File: src/hw/rtl/triangle_face_normal_assert.svh
// Assertion macros shared by the triangle face normal RTL.
`ifndef TRIANGLE_FACE_NORMAL_ASSERT_SVH
`define TRIANGLE_FACE_NORMAL_ASSERT_SVH

// Condition must hold at every clock edge outside reset.
`define TFN_ASSERT_ALWAYS(label, cond, msg) \
    label: assert property (@(posedge clk) disable iff (!rst_n) (cond)) \
        else $error(msg);

// Same-cycle implication.
`define TFN_ASSERT_IMPLY(label, ante, cons, msg) \
    label: assert property (@(posedge clk) disable iff (!rst_n) (ante) |-> (cons)) \
        else $error(msg);

// Next-cycle implication.
`define TFN_ASSERT_NEXT(label, ante, cons, msg) \
    label: assert property (@(posedge clk) disable iff (!rst_n) (ante) |=> (cons)) \
        else $error(msg);

`endif

File: src/hw/rtl/tfn_pkg.sv
// Shared widths, codes and types for the triangle face normal block.
package tfn_pkg;

    // Field widths
    localparam int COORD_W    = 24;
    localparam int INDEX_W    = 10;
    localparam int NORM_W     = 16;
    localparam int STATUS_W   = 3;
    localparam int ENTRY_W    = 3 * COORD_W;

    // Stream bus widths
    localparam int IN_DATA_W  = 104;
    localparam int OUT_DATA_W = 64;

    // Datapath widths
    localparam int EDGE_W     = COORD_W + 1;
    localparam int CROSS_W    = 2 * EDGE_W + 1;
    localparam int MAG_W      = CROSS_W - 1;
    localparam int NMAG_W     = 30;
    localparam int MUL_W      = 32;
    localparam int PROD_W     = 64;
    localparam int WIDE_W     = 64;
    localparam int DIV_W      = 46;
    localparam int QUO_W      = 15;
    localparam int FRAC_W     = 14;

    // Operation codes
    localparam logic OP_STORE = 1'b0;
    localparam logic OP_FACE  = 1'b1;

    // Result status codes
    localparam logic [STATUS_W-1:0] ST_OK        = 3'd0;
    localparam logic [STATUS_W-1:0] ST_BAD_INDEX = 3'd1;
    localparam logic [STATUS_W-1:0] ST_ZERO_AREA = 3'd2;
    localparam logic [STATUS_W-1:0] ST_STORED    = 3'd3;
    localparam logic [STATUS_W-1:0] ST_FULL      = 3'd4;

    // Result of the shared compare-subtract unit
    typedef struct packed {
        logic              ge;
        logic [WIDE_W-1:0] diff;
    } csub_res_t;

endpackage

File: src/hw/rtl/tfn_mul.sv
// Shared signed multiplier with registered product.
module tfn_mul (
    input  logic                             clk,
    input  logic signed [tfn_pkg::MUL_W-1:0] a,
    input  logic signed [tfn_pkg::MUL_W-1:0] b,
    output logic signed [tfn_pkg::PROD_W-1:0] p
);

    logic signed [tfn_pkg::PROD_W-1:0] p_reg;

    // One product per cycle, available the next cycle
    always_ff @(posedge clk)
    begin
        p_reg <= a * b;
    end

    assign p = p_reg;

endmodule

File: config.mk
export PLATFORM = sky130hd
export DESIGN_NAME = tfn_mul
export DESIGN_NICKNAME = d
export VERILOG_FILES = /design/src/hw/rtl/triangle_face_normal_assert.svh /design/src/hw/rtl/tfn_pkg.sv /design/src/hw/rtl/tfn_mul.sv
export SDC_FILE = /design/constraint.sdc
export NUM_CORES = 2
export LEC_CHECK = 0
export BUFFER_PORTS_ARGS = -buffer_cell sky130_fd_sc_hd__buf_2
export CAP_MARGIN = 20
export CORE_MARGIN = 8
export CORE_UTILIZATION = 50
export CTS_CLUSTER_DIAMETER = 150
export DETAILED_ROUTE_END_ITERATION = 7
export PLACE_DENSITY = 0.69
export SLEW_MARGIN = 10
export SYNTH_ARGS = -nofsm -noshare
export SYNTH_HDL_FRONTEND = slang
export SYNTH_SLANG_ARGS = --single-unit
File: constraint.sdc
create_clock -name clk -period 7.6 [get_ports clk]
set_input_delay 0.76 -clock clk [delete_from_list [all_inputs] [get_ports clk]]
set_output_delay 0.76 -clock clk [all_outputs]
set_load 0.01 [all_outputs]
=== Word level (Yosys, flattened, before mapping) ===
Index checks and enable logic that the tools add are counted.

* Flip-flop bits (word level): 64
* Output and inout bits: 64
* Word-level logic and storage cells: 2

* $mul: 1

{| class="wikitable"
|+ Operator list
! kind !! count
|-
| multiplier 32 x 32 -> 64 bit || 1
|}

=== Logic depth before layout (Yosys ltp) ===
* Word-level depth: 1
* Depth in mapped cells: 28
* Mapped depth without buffers: 27

=== Worst setup path before layout ===
OpenSTA, ideal clock, no wires.

* Path kind: input -> register
* Start point: input b[2] (netlist bit)
* End point: register p_reg (netlist bit p[62])
* Arrival time: 7.949 ns
* Data required time: 7.528 ns
* Path slack: -0.421 ns
* Stages on the path: 24
* Cells stage by stage: clkbuf_1 -> nand2_1 -> inv_1 -> fa_1 -> fa_1 -> fa_1 -> fa_1 -> inv_1 -> fa_1 -> inv_1 -> fa_1 -> inv_1 -> fa_1 -> inv_1 -> fa_1 -> ha_1 -> and3_1 -> nand2_1 -> or3_1 -> o22a_1 -> o211ai_1 -> a31oi_1 -> o31ai_1 -> xor2_1

* Word-level cells in the longest chain between the ends: 1

{| class="wikitable"
|+ RTL lines
! element !! RTL line !! RTL
|-
| start: declaration || tfn_mul.sv:5 || <nowiki>input logic signed [tfn_pkg::MUL_W-1:0] b,</nowiki>
|-
| multiplier 32 x 32 -> 64 bit || tfn_mul.sv:14 || <nowiki>p_reg <= a * b;</nowiki>
|-
| end signal: assignment || tfn_mul.sv:14 ||
|-
| end: declaration || tfn_mul.sv:9 || <nowiki>logic signed [tfn_pkg::PROD_W-1:0] p_reg;</nowiki>
|}

Every way passes these cells.

=== Worst setup path in the final report ===
* Start point: input a[19] (netlist bit)
* End point: register p_reg (netlist bit p[61])

* Word-level cells in the longest chain between the ends: 1

{| class="wikitable"
|+ RTL lines
! element !! RTL line !! RTL
|-
| start: declaration || tfn_mul.sv:4 || <nowiki>input logic signed [tfn_pkg::MUL_W-1:0] a,</nowiki>
|-
| multiplier 32 x 32 -> 64 bit || tfn_mul.sv:14 ||
|}

Every way passes these cells.

==> summary.md <==
| Metric | Value |
|---|---|
| Antenna violations before repair | 6 |
| GRT Overall Usage | 25.0% |
| CP Launch Type | input pin |
| Max FFs per register | 64 |
| Final period util | 99.9% |
| Sequential area share after synthesis | 3.44% |
| Clock Sinks | 64 |
| Final setup viols | 0 |
| Via count | 27058 |
| Most common cell after layout, fill and taps aside | fa_1 |
| Critical Path Most Common Cell | fa_1 |
| Core area | 74100 sq um |
| CP Class | in -> reg |
| DRC viols | 0 |
| Largest net degree at the start of global routing | 25 |
| Pre-antenna DRT Iters | 6 |
| Root Driver | clkbuf_16 |
| Chip Width | 289 um |
| Clock transition at the registers of the reported paths | 0.07 ns |
| Total wire length | 101 mm |
| Final core utilization | 59.4% |
| Crit path DAT | 7.92 ns |
| RSZ-0062 raised after global routing | true |
| Worst EP required | 7.93 ns |
| Gpl congestion | 0.899 |
| First-pass GRT wire length | 163 mm |
| MaxCap Viol Count | 0 |
| Dominant synthesized flop cell | dfxtp_1 |
| Min Clock Period, post-route | 7.59 ns |
| Num CTS Buffers | 9 |
| Synth top area cells | fa_1 (58%), inv_1 (9.6%), and2_1 (8.7%) |
| Crit. End Element | flip-flop |
| Synth Net Count | 5215 |
| Cells after Synth | 3884 |
| Final Hold Vio Count | 0 |
| CTS Hold Bufs | 0 |
| Commonest cells after routing, fill and taps aside | fa_1 (1039), inv_1 (941), and2_1 (512), nand2_1 (505), buf_4 (431) |
| Crit path max fanout | 15 |
| Antenna Violating Nets Remaining | 0 |
| Max Clk Rate | 132 MHz |
| Worst path bufs/invs | 8 |
| Placed cell area | 42200 sq um |
| IO Port Bufs | 128 |
| Final cell count without fillers | 5284 |
| Post-Syn Area | 37200 sq um |
| Vias in the first global route | 30207 |
| Max-slew headroom | 68.6% |
| WL/cell | 19.0 um |
| Row cnt | 100 |
| Worst path slowest cell | fa_2 |
| TritonCTS clock tree | done |
| Post-synthesis cell type count | 63 |
| Max stage delay on crit path | 0.59 ns |
| Ports | 129 |
| Share of cells above drive strength 1 | 18.5% |
| Drt via density | 5.12 |
| HP Class | in -> reg |
| Post-Syn Area per Cell | 9.59 sq um |
| Placed insts | 5231 |
| Post-synth EDFFs | 0 |
| Synth-to-Final Area Change | 18.2% |
| Slew @ Worst Pin | 0.467 ns |
| Synth top area share | 58.2% |
| Status | finished clean |
| Final instance area | 44000 sq um |
| Die area | 83500 sq um |
| Ys async rst share | 0% |
| Starting Density | 50.3% |
| Largest area contributor in the netlist | fa_1 |
| Synth Register Bits | 64 |
| H-Tree Depth | 3 |
| Initial DRC count | 1579 |
| Sum Neg Setup Slack | 0 ns |
| CTS Buffer Depth | 2 |
| YS warnings | 0 |
| Nets | 5636 |
| HPWL Detailed | 87.7 mm |
| Total grt overflow | 0 |
| Final Max Tran Viols | 0 |
| Die H | 289 um |
| Top delay family on crit path | adder cells |
[final cells by class]
type,instances,area (sq um)
clock inverter,3,17.5
timing repair buffer,610,5180
tap,969,1210
antenna,6,15.0
inverter,952,3580
fill,6172,30000
multi-input combinational,2668,32500
clock buffer,12,256
sequential,64,1280
[per-layer routing]
layer  vias up  wire length [um]  track usage (%)
met2       819             50500             43.2
li1      11891                 -                -
met3       165              6500             4.10
met1     14177             40700             32.6
met5         -                41                0
met4         6              2970             6.85
[what timing repair did]
item | 4_1_cts | 5_1_grt
cloned | 0 | 5
pin swaps | 16 | 124
gates resized for setup | 80 | 220
setup buffers | 4 | 25
endpoints found under the setup margin | 26 | 23
[cell families (layout without fill, tap and decap cells)]
family	count (synthesis)	after routing	share of synthesized area [%]
xor gates and xnor gates	75	75	1.76
buffers and inverters	1152	1577	11.6
DFF	64	64	3.44
and+or+nand+nor	1134	1134	15.4
other	0	6	0
adders and majority gates	1266	1266	64.3
AOI/OAI and AO/OA	193	193	3.46
[synthesized netlist by cell type (4+ instances only)]
cell type	instances
o21bai_1	15
nand3_1	15
o31ai_1	6
clkbuf_1	195
xor2_1	22
o21a_1	4
o21ai_0	28
nand2b_1	9
and2_1	516
a31oi_1	12
nor2_1	42
fa_1	1082
dfxtp_1	64
a21oi_1	68
xnor2_1	53
nor3_1	6
or3_1	4
nand4_1	7
nand2_1	511
a211oi_1	4
and3_1	7
inv_1	952
ha_1	184
a21o_1	23
[tightest hold or removal path, cell delays in order]
cell and delay [ns]:
buf_6 0.15, buf_4 0.20, and2_1 0.16
[path summary, 6_finish.rpt]
path | start | depth (start not counted) | endpoint | slack (ns)
setup / recovery | a[19] | 27 | p[61]$_DFF_P_ | 0.01
hold / removal | b[0] | 3 | p[0]$_DFF_P_ | 0.94
[per-stage QoR]
stage	hold slack, ns	setup WS, ns
finish	0.936	0.00965
CTS	0.963	-0.0907
floorplan	0.887	-0.158
global route	0.939	-0.275
global placement	1.16	-1.30
detailed placement	1.16	-1.37
Power is not shown: default switching activity piles up to over one toggle a cycle in this logic, so the estimate is an artifact.
