==> config.mk <==
export PLATFORM = sky130hd
export DESIGN_NAME = tfn_csub
export DESIGN_NICKNAME = d
export VERILOG_FILES = /design/src/hw/rtl/triangle_face_normal_assert.svh /design/src/hw/rtl/tfn_pkg.sv /design/src/hw/rtl/tfn_csub.sv
export SDC_FILE = /design/constraint.sdc
export NUM_CORES = 1
export LEC_CHECK = 0
export BUFFER_PORTS_ARGS = -buffer_cell sky130_fd_sc_hd__clkbuf_2
export CORE_MARGIN = 3
export CORE_UTILIZATION = 53
export DETAILED_ROUTE_END_ITERATION = 6
export GPL_TIMING_DRIVEN = 0
export PLACE_DENSITY = 0.9
export SLEW_MARGIN = 30
export SYNTH_ARGS = -nofsm -noshare
export SYNTH_HDL_FRONTEND = slang
export SYNTH_SLANG_ARGS = --single-unit
export TNS_END_PERCENT = 100
==> constraint.sdc <==
create_clock -name vclk -period 4.6
set_input_delay 0.23 -clock vclk [all_inputs]
set_output_delay 0.23 -clock vclk [all_outputs]
set_load 0.005 [all_outputs]
==> src/hw/rtl/triangle_face_normal_assert.svh <==
// Assertion macros shared by the triangle face normal RTL.
`ifndef TRIANGLE_FACE_NORMAL_ASSERT_SVH
`define TRIANGLE_FACE_NORMAL_ASSERT_SVH

// Condition must hold at every clock edge outside reset.
`define TFN_ASSERT_ALWAYS(label, cond, msg) \
    label: assert property (@(posedge clk) disable iff (!rst_n) (cond)) \
        else $error(msg);

// Same-cycle implication.
`define TFN_ASSERT_IMPLY(label, ante, cons, msg) \
    label: assert property (@(posedge clk) disable iff (!rst_n) (ante) |-> (cons)) \
        else $error(msg);

// Next-cycle implication.
`define TFN_ASSERT_NEXT(label, ante, cons, msg) \
    label: assert property (@(posedge clk) disable iff (!rst_n) (ante) |=> (cons)) \
        else $error(msg);

`endif

==> src/hw/rtl/tfn_pkg.sv <==
// Shared widths, codes and types for the triangle face normal block.
package tfn_pkg;

    // Field widths
    localparam int COORD_W    = 24;
    localparam int INDEX_W    = 10;
    localparam int NORM_W     = 16;
    localparam int STATUS_W   = 3;
    localparam int ENTRY_W    = 3 * COORD_W;

    // Stream bus widths
    localparam int IN_DATA_W  = 104;
    localparam int OUT_DATA_W = 64;

    // Datapath widths
    localparam int EDGE_W     = COORD_W + 1;
    localparam int CROSS_W    = 2 * EDGE_W + 1;
    localparam int MAG_W      = CROSS_W - 1;
    localparam int NMAG_W     = 30;
    localparam int MUL_W      = 32;
    localparam int PROD_W     = 64;
    localparam int WIDE_W     = 64;
    localparam int DIV_W      = 46;
    localparam int QUO_W      = 15;
    localparam int FRAC_W     = 14;

    // Operation codes
    localparam logic OP_STORE = 1'b0;
    localparam logic OP_FACE  = 1'b1;

    // Result status codes
    localparam logic [STATUS_W-1:0] ST_OK        = 3'd0;
    localparam logic [STATUS_W-1:0] ST_BAD_INDEX = 3'd1;
    localparam logic [STATUS_W-1:0] ST_ZERO_AREA = 3'd2;
    localparam logic [STATUS_W-1:0] ST_STORED    = 3'd3;
    localparam logic [STATUS_W-1:0] ST_FULL      = 3'd4;

    // Result of the shared compare-subtract unit
    typedef struct packed {
        logic              ge;
        logic [WIDE_W-1:0] diff;
    } csub_res_t;

endpackage

==> src/hw/rtl/tfn_csub.sv <==
// Shared wide compare-subtract step for square root and division.
module tfn_csub (
    input  logic [tfn_pkg::WIDE_W-1:0] a,
    input  logic [tfn_pkg::WIDE_W-1:0] b,
    output tfn_pkg::csub_res_t         res
);

    logic [tfn_pkg::WIDE_W:0] sub;

    // Borrow out of a - b says a < b
    assign sub      = {1'b0, a} - {1'b0, b};
    assign res.ge   = ~sub[tfn_pkg::WIDE_W];
    assign res.diff = sub[tfn_pkg::WIDE_W-1:0];

endmodule

=== Word level (Yosys, flattened, before mapping) ===
Cells that the tools add are included.

* Input port bits: 128
* Bits in registers: 0
* Output and inout bits: 65
* Word-level logic and storage cells: 2

* Bitwise operators: 1
* Add/subtract/negate cells: 1

{| class="wikitable"
|+ Operators with widths
! operator !! count
|-
| $sub 64x64->65 || 1
|-
| $not 1->1 || 1
|}

=== Depth between registers and ports, before layout ===
Gate-level depths: netlist of the first run.

* Depth after elaboration: 2
* Gate-level depth with buffers: 13
* Mapped depth without buffers: 13

=== Worst setup path after synthesis of the first run ===
OpenSTA, ideal clock, no wires.

* Path kind: input to output
* From: input port a[0] (netlist bit)
* To: output port res[54] (netlist bit)
* Path slack: 1.718 ns
* Arrival time: 2.652 ns
* Stages: 13
* Cells stage by stage: inv_1 ha_1 fa_1 nand2b_1 a21o_1 a31oi_4 o211ai_1 a21oi_2 o21ai_2 o41ai_2 a21boi_2 o21ai_2 xor2_1

{| class="wikitable"
|+ RTL lines
! item !! line !! source
|-
| start: declaration || tfn_csub.sv:3 || <nowiki>input logic [tfn_pkg::WIDE_W-1:0] a,</nowiki>
|-
| end: declaration || tfn_csub.sv:5 || <nowiki>output tfn_pkg::csub_res_t res</nowiki>
|}

==> impl_metrics.tcl, run 1 <==
set metrics [dict create \
    worstPathArrival_ns 3.24 \
    cts_setup_buffers 0 \
    place.gp.congestion 0.902 \
    cts_hold_buffers 0 \
    syn-cell-area_um2 4020 \
    fin_setup_tns_ns 0 \
    yosysSeqAreaShare_pct 0 \
    critPathCaptureType "primary output" \
    area_growth_pct 27.1 \
    path_cells "clkbuf_2 > inv_1 > ha_1 > fa_1 > nand2b_1 > a21o_1 > a31oi_4 > o211ai_1 > a21oi_2 > o21ai_2 > o41ai_2 > a21boi_2 > o21ai_2 > xor2_1 > clkbuf_2" \
    nClkBuffers 0 \
    postRouteAntennaNets 0 \
    slew_viol_final 0 \
    muxShareOfSynthArea_pct 0 \
    yosys.area_share.simple_pct 21.5 \
    fin_crit_sh_pct 75.5 \
    power_density_nw_per_um2 154 \
    dp_cells 915 \
    via_per_inst 5.60 \
    hold_viol 0 \
    synth_cell_types 58 \
    start_kind "input port" \
    ir_drop_uv 73.6 \
    fp.dieW_um 93.0 \
    core-area_um2 7290 \
    tightest_slew_ns 0.582 \
    slew_headroom_pct 60.9 \
    synth_top_family_by_area "compound AO/OA/AOI/OAI gates" \
    grt_pass1_wl_um 21000 \
    die_h_um 93.0 \
    antenna_found_initial 0 \
    nNetsFinal 1011 \
    leakagePower_uw 0.00284 \
    finalCriticalPeriod_ns 3.47 \
    drt-initial-drc-count 271 \
    hold_path.class "input port to primary output" \
    syn_area_per_cell_um2 6.44 \
    grt_remaining_overflow 0 \
    path_delay_family "compound AO/OA/AOI/OAI gates" \
    syn-num-nets 816 \
    synth_commonest_cells "inv_1 (82), a21oi_1 (71), ha_1 (64)" \
    setup_viol 0 \
    critPathKind "input port to primary output" \
    cts_resized 0 \
    synth.area.top_cells "ha_1 (20%), a21oi_1 (8.9%), xnor2_1 (8.7%)" \
    seq_cell_count 0 \
    rsz0062_at_grt "no" \
    synth_top_area_share_pct 19.9 \
    num_vias 5122 \
    hpwl_um 11300 \
    drc_errors 0 \
    crit_buf_inv 3 \
    drtPass1Iterations 7 \
    synth_cells 623 \
    port_buffers 193 \
    antenna_cells 0 \
    fmax_ghz 0.288 \
    first_global_vias 4862 \
    start_util_pct 55.1 \
    grt_use_total_pct 28.3 \
    fin_cells 915 \
    drive_gt1_share_pct 26.8 \
    synth_largest_area_cell "ha_1" \
    rows 31 \
    fp.dieArea_um2 8660 \
    cap_violations 0 \
    crit_slowest_cell "o41ai_2" \
    yosysMostFrequentCell "inv_1" \
    slowest_delay_ns 0.54 \
    synth_adder_area_share_pct 20.4 \
    grt_max_degree 11 \
    required_ns 4.37 \
    synthXorXnorAreaFrac_pct 13.3 \
    seqCellArea_um2 0 \
    synth_compound_area_share_pct 33.7 \
    worstPathMaxFanout 3 \
    pin_count 193 \
    n_fill_cell 682 \
    yosys_warnings 0 \
    outcome "complete, no violations" \
    whs_ns 0.783 \
    drt_wl_total_um 12900 \
    wire_per_inst_um 14.1 \
]
where the power goes:
group	switching (µW)	internal (µW)	total [µW]
Combinational	436	350	786
Clock	0	0	0
Sequential	0	0	0
cells by family after synthesis:
family / Yosys count
buffers and inverters: 113
adders and majority gates: 65
and+or+nand+nor: 179
xor gates and xnor gates: 61
AOI/OAI and AO/OA: 205
cells in the final DEF, fill, tap and decap left out, types with 2 or more instances in the layout:
cell type,instances
clkbuf_2,194
inv_1,82
a21oi_1,71
ha_1,64
nand2_1,55
nor2_1,42
xnor2_1,40
a21o_1,30
o21ai_0,25
nand4_1,25
clkbuf_1,23
xor2_1,21
nand3_1,13
nor3_1,10
a31oi_1,10
o21bai_1,10
o21ai_1,9
nand2b_1,8
nor2b_1,7
buf_2,6
and3_1,6
o21a_1,5
o211ai_1,5
and2_1,4
o21ai_2,4
or4_1,3
a21oi_2,3
a211oi_1,3
a22oi_1,3
o22ai_1,2
o2111ai_1,2
a221oi_1,2
or3_1,2
a21boi_2,2
a21boi_1,2
cell type report:
type	count	area, µm²	share of cell area, %
multi-input cells	510	3570	70.0
repair buffers	193	966	18.9
inverters	82	308	6.03
plain buffers	31	133	2.60
well taps	99	124	2.43
final timing paths:
path / startpoint / endpoint / slack [ns] / cells past startpoint
setup / recovery: a[0] / res[58] / 1.13 / 15
hold / removal: b[0] / res[0] / 0.78 / 4
through the flow:
stage / cell area, µm² / total power (µW) / worst slack [ns] / utilization [%]
6_report: 5100 / 786 / 1.13 / 70.0
5_1_grt: 5100 / 872 / 0.896 / 70.0
4_1_cts: 5100 / 782 / 1.11 / 70.0
3_5_place_dp: 5100 / 776 / 1.13 / 70.0
3_3_place_gp: 5100 / 762 / 1.13 / 70.0
2_1_floorplan: 4020 / 492 / 1.72 / -
per-layer routing:
| layer | part of all wire, % | track usage [%] | up-vias |
|---|---|---|---|
| met4 | 2.4 | 6.59 | 0 |
| met5 | 0 | 0 | - |
| met2 | 48 | 52.7 | 235 |
| li1 | - | - | 2579 |
| met1 | 42 | 34.5 | 2282 |
| met3 | 7.9 | 2.90 | 26 |
(Power assumes the default switching activity.)
==> run 2, diff against run 1 <==
- ABC_AREA: default -> 1
- CORE_UTILIZATION: 53 -> 50
- PLACE_DENSITY: 0.9 -> 0.81
- clock period: 4.6 -> 2.92 ns (I/O delays scaled with it)
==> run 2 against run 1 <==
Against the previous run: count of clock-buffer cells in the layout did not move; flip-flop and latch count did not move; critical path depth increased by 3; wire length is 67% higher; combinational power grew 92%; largest power group unchanged; highest routed layer unchanged.
==> impl_metrics.tcl, run 2 <==
set metrics [dict create \
    switching_power_uw 952 \
    slew_viol_final 0 \
    synth_commonest_cells "nand2_1 (603), inv_1 (394), nor2_1 (101)" \
    place.gp.congestion 1.02 \
    grt_remaining_overflow 0 \
    routed-wl-met2_um 8830 \
    port_buffers 193 \
    hpwl_um 19600 \
    cap_violations 0 \
    holdPathEnd "res[0]" \
    leakagePower_uw 0.00546 \
    cts_resized 0 \
    multi_input_area_um2 4700 \
    synth_cells 1363 \
    drc_errors 0 \
    worstPathArrival_ns 2.21 \
    start_util_pct 52.6 \
    seq_power_share_pct 0 \
    syn_area_per_cell_um2 4.54 \
    met3_length_um 2010 \
    slew_headroom_pct 77.0 \
    power_density_nw_per_um2 206 \
    seqCellArea_um2 0 \
    postRouteAntennaNets 0 \
    nClkBuffers 0 \
    num_vias 8038 \
    rsz0062_at_grt "no" \
    drtPass1Iterations 5 \
    switching_share_pct 62.9 \
    p_comb_share_pct 100.0 \
    via_per_inst 4.67 \
    critPathCaptureType "primary output" \
    syn-cell-area_um2 6180 \
    drt_wl_total_um 21400 \
    outcome "complete, no violations" \
    synth.area.top_cells "nand2_1 (37%), inv_1 (24%), ha_1 (13%)" \
    finalCriticalPeriod_ns 2.35 \
    syn-num-nets 1556 \
    n_fill_cell 1322 \
    internal-power_uw 561 \
    area_growth_pct 18.9 \
    core-area_um2 11800 \
    antenna_cells 0 \
    mostFrequentLayoutCells "nand2_1 (603), inv_1 (394), clkbuf_2 (193), nor2_1 (101), ha_1 (64)" \
    hold_viol 0 \
    dp_cells 1720 \
    cts_hold_buffers 0 \
    fin_cells 1720 \
    setup_viol 0 \
    synth_top_area_share_pct 36.6 \
    synth_cell_types 23 \
    hold_path.class "input port to primary output" \
    required_ns 2.77 \
    cts_setup_buffers 0 \
    yosysSeqAreaShare_pct 0 \
    routed.top_layer "met4" \
    yosys_warnings 0 \
    drt-initial-drc-count 629 \
    nNetsFinal 1751 \
    antenna_found_initial 0 \
    die_h_um 117 \
    wire_per_inst_um 12.5 \
    fmax_ghz 0.425 \
    grt_max_degree 8 \
    ir_drop_uv 118 \
    start_kind "input port" \
    fin_crit_sh_pct 80.6 \
    clockPowerShare_pct 0 \
    fin_setup_tns_ns 0 \
    first_global_vias 6885 \
    critPathKind "input port to primary output" \
    rows 39 \
    tightest_slew_ns 0.345 \
    hold-path-cell-count 4 \
    fp.dieArea_um2 13700 \
    layout_commonest_cell "nand2_1" \
    worstPathMaxFanout 4 \
    hp-start "b[0]" \
    wl_met1_um 10400 \
    yosysMostFrequentCell "nand2_1" \
    grt_use_total_pct 29.9 \
    synth_largest_area_cell "nand2_1" \
    fp.dieW_um 117 \
    pin_count 193 \
    grt_pass1_wl_um 32600 \
    drive_gt1_share_pct 15.0 \
    seq_cell_count 0 \
]
## run 2: changes by cell type after synthesis, moves of 12 or more
cell,before,now
nor2_2,0,12
a21oi_1,71,46
clkbuf_1,23,0
xnor2_1,40,1
nor2_1,42,101
a21o_1,30,0
inv_1,82,394
nand2_2,1,16
o21ai_0,25,4
nand2_1,55,603
nand3_1,13,48
## run 2: power groups by stage
stage | clock network (µW) | logic, µW | registers, µW
after global placement | 0 | 1480 | 0
final | 0 | 1510 | 0
after CTS | 0 | 1490 | 0
after floorplan | 0 | 932 | 0
after detailed placement | 0 | 1490 | 0
after global routing | 0 | 1700 | 0
## run 2: worst max path at each step
stage,start,endpoint,slack (ns),cells after the start
after floorplan,a[0],res[60],1.14,16
after global placement,a[0],res[62],0.63,18
after detailed placement,a[0],res[62],0.61,18
after CTS,a[0],res[62],0.60,18
after global routing,a[0],res[62],0.41,18
final,a[0],res[62],0.57,18
## run 2: logic make-up (layout without fill, tap and decap cells)
family | Yosys count | count (layout) | synth area share, %
buffers and inverters | 395 | 588 | 24.0
AO/OA/AOI/OAI | 53 | 53 | 4.47
AND/OR/NAND/NOR | 819 | 819 | 53.8
XOR/XNOR | 31 | 31 | 4.39
adder cells (fa/ha/maj) | 65 | 65 | 13.3
## run 2: area by class of cell
class                           count  area share, %
Multi-Input combinational cell    968           63.9
Inverter                          394           20.1
Timing Repair Buffer              193           13.1
Tap cell                          164           2.79
Buffer                              1          0.102
## run 2: routing by layer
layer / track usage, % / vias to the layer above
met1: 44.5 / 3426
li1: - / 4324
met2: 47.1 / 274
met3: 4.63 / 14
met4: 2.52 / 0
met5: 0 / -
## run 2: through the flow
step	setup WS [ns]	power (µW)	cell area, µm²	utilization (%)	hold slack (ns)
global placement	0.632	1480	7350	62.5	0.603
finish	0.568	1510	7350	62.5	0.602
floorplan	1.14	932	6180	-	0.423
detailed placement	0.607	1490	7350	62.5	0.608
CTS	0.600	1490	7350	62.5	0.609
global route	0.407	1700	7350	62.5	0.621
## run 2: critical path, stage by stage
cell and delay [ns]:
clkbuf_2 0.07, inv_1 0.03, ha_1 0.21, fa_1 0.40
inv_1 0.09, nand3_1 0.09, nand2_2 0.14, nand2_1 0.06
nand2_1 0.12, nand2_1 0.07, nand2_1 0.15, nand2_1 0.09
nand2_2 0.12, nand2_1 0.13, nand2_1 0.08, nand2_1 0.05
nand2_1 0.05, clkbuf_2 0.10
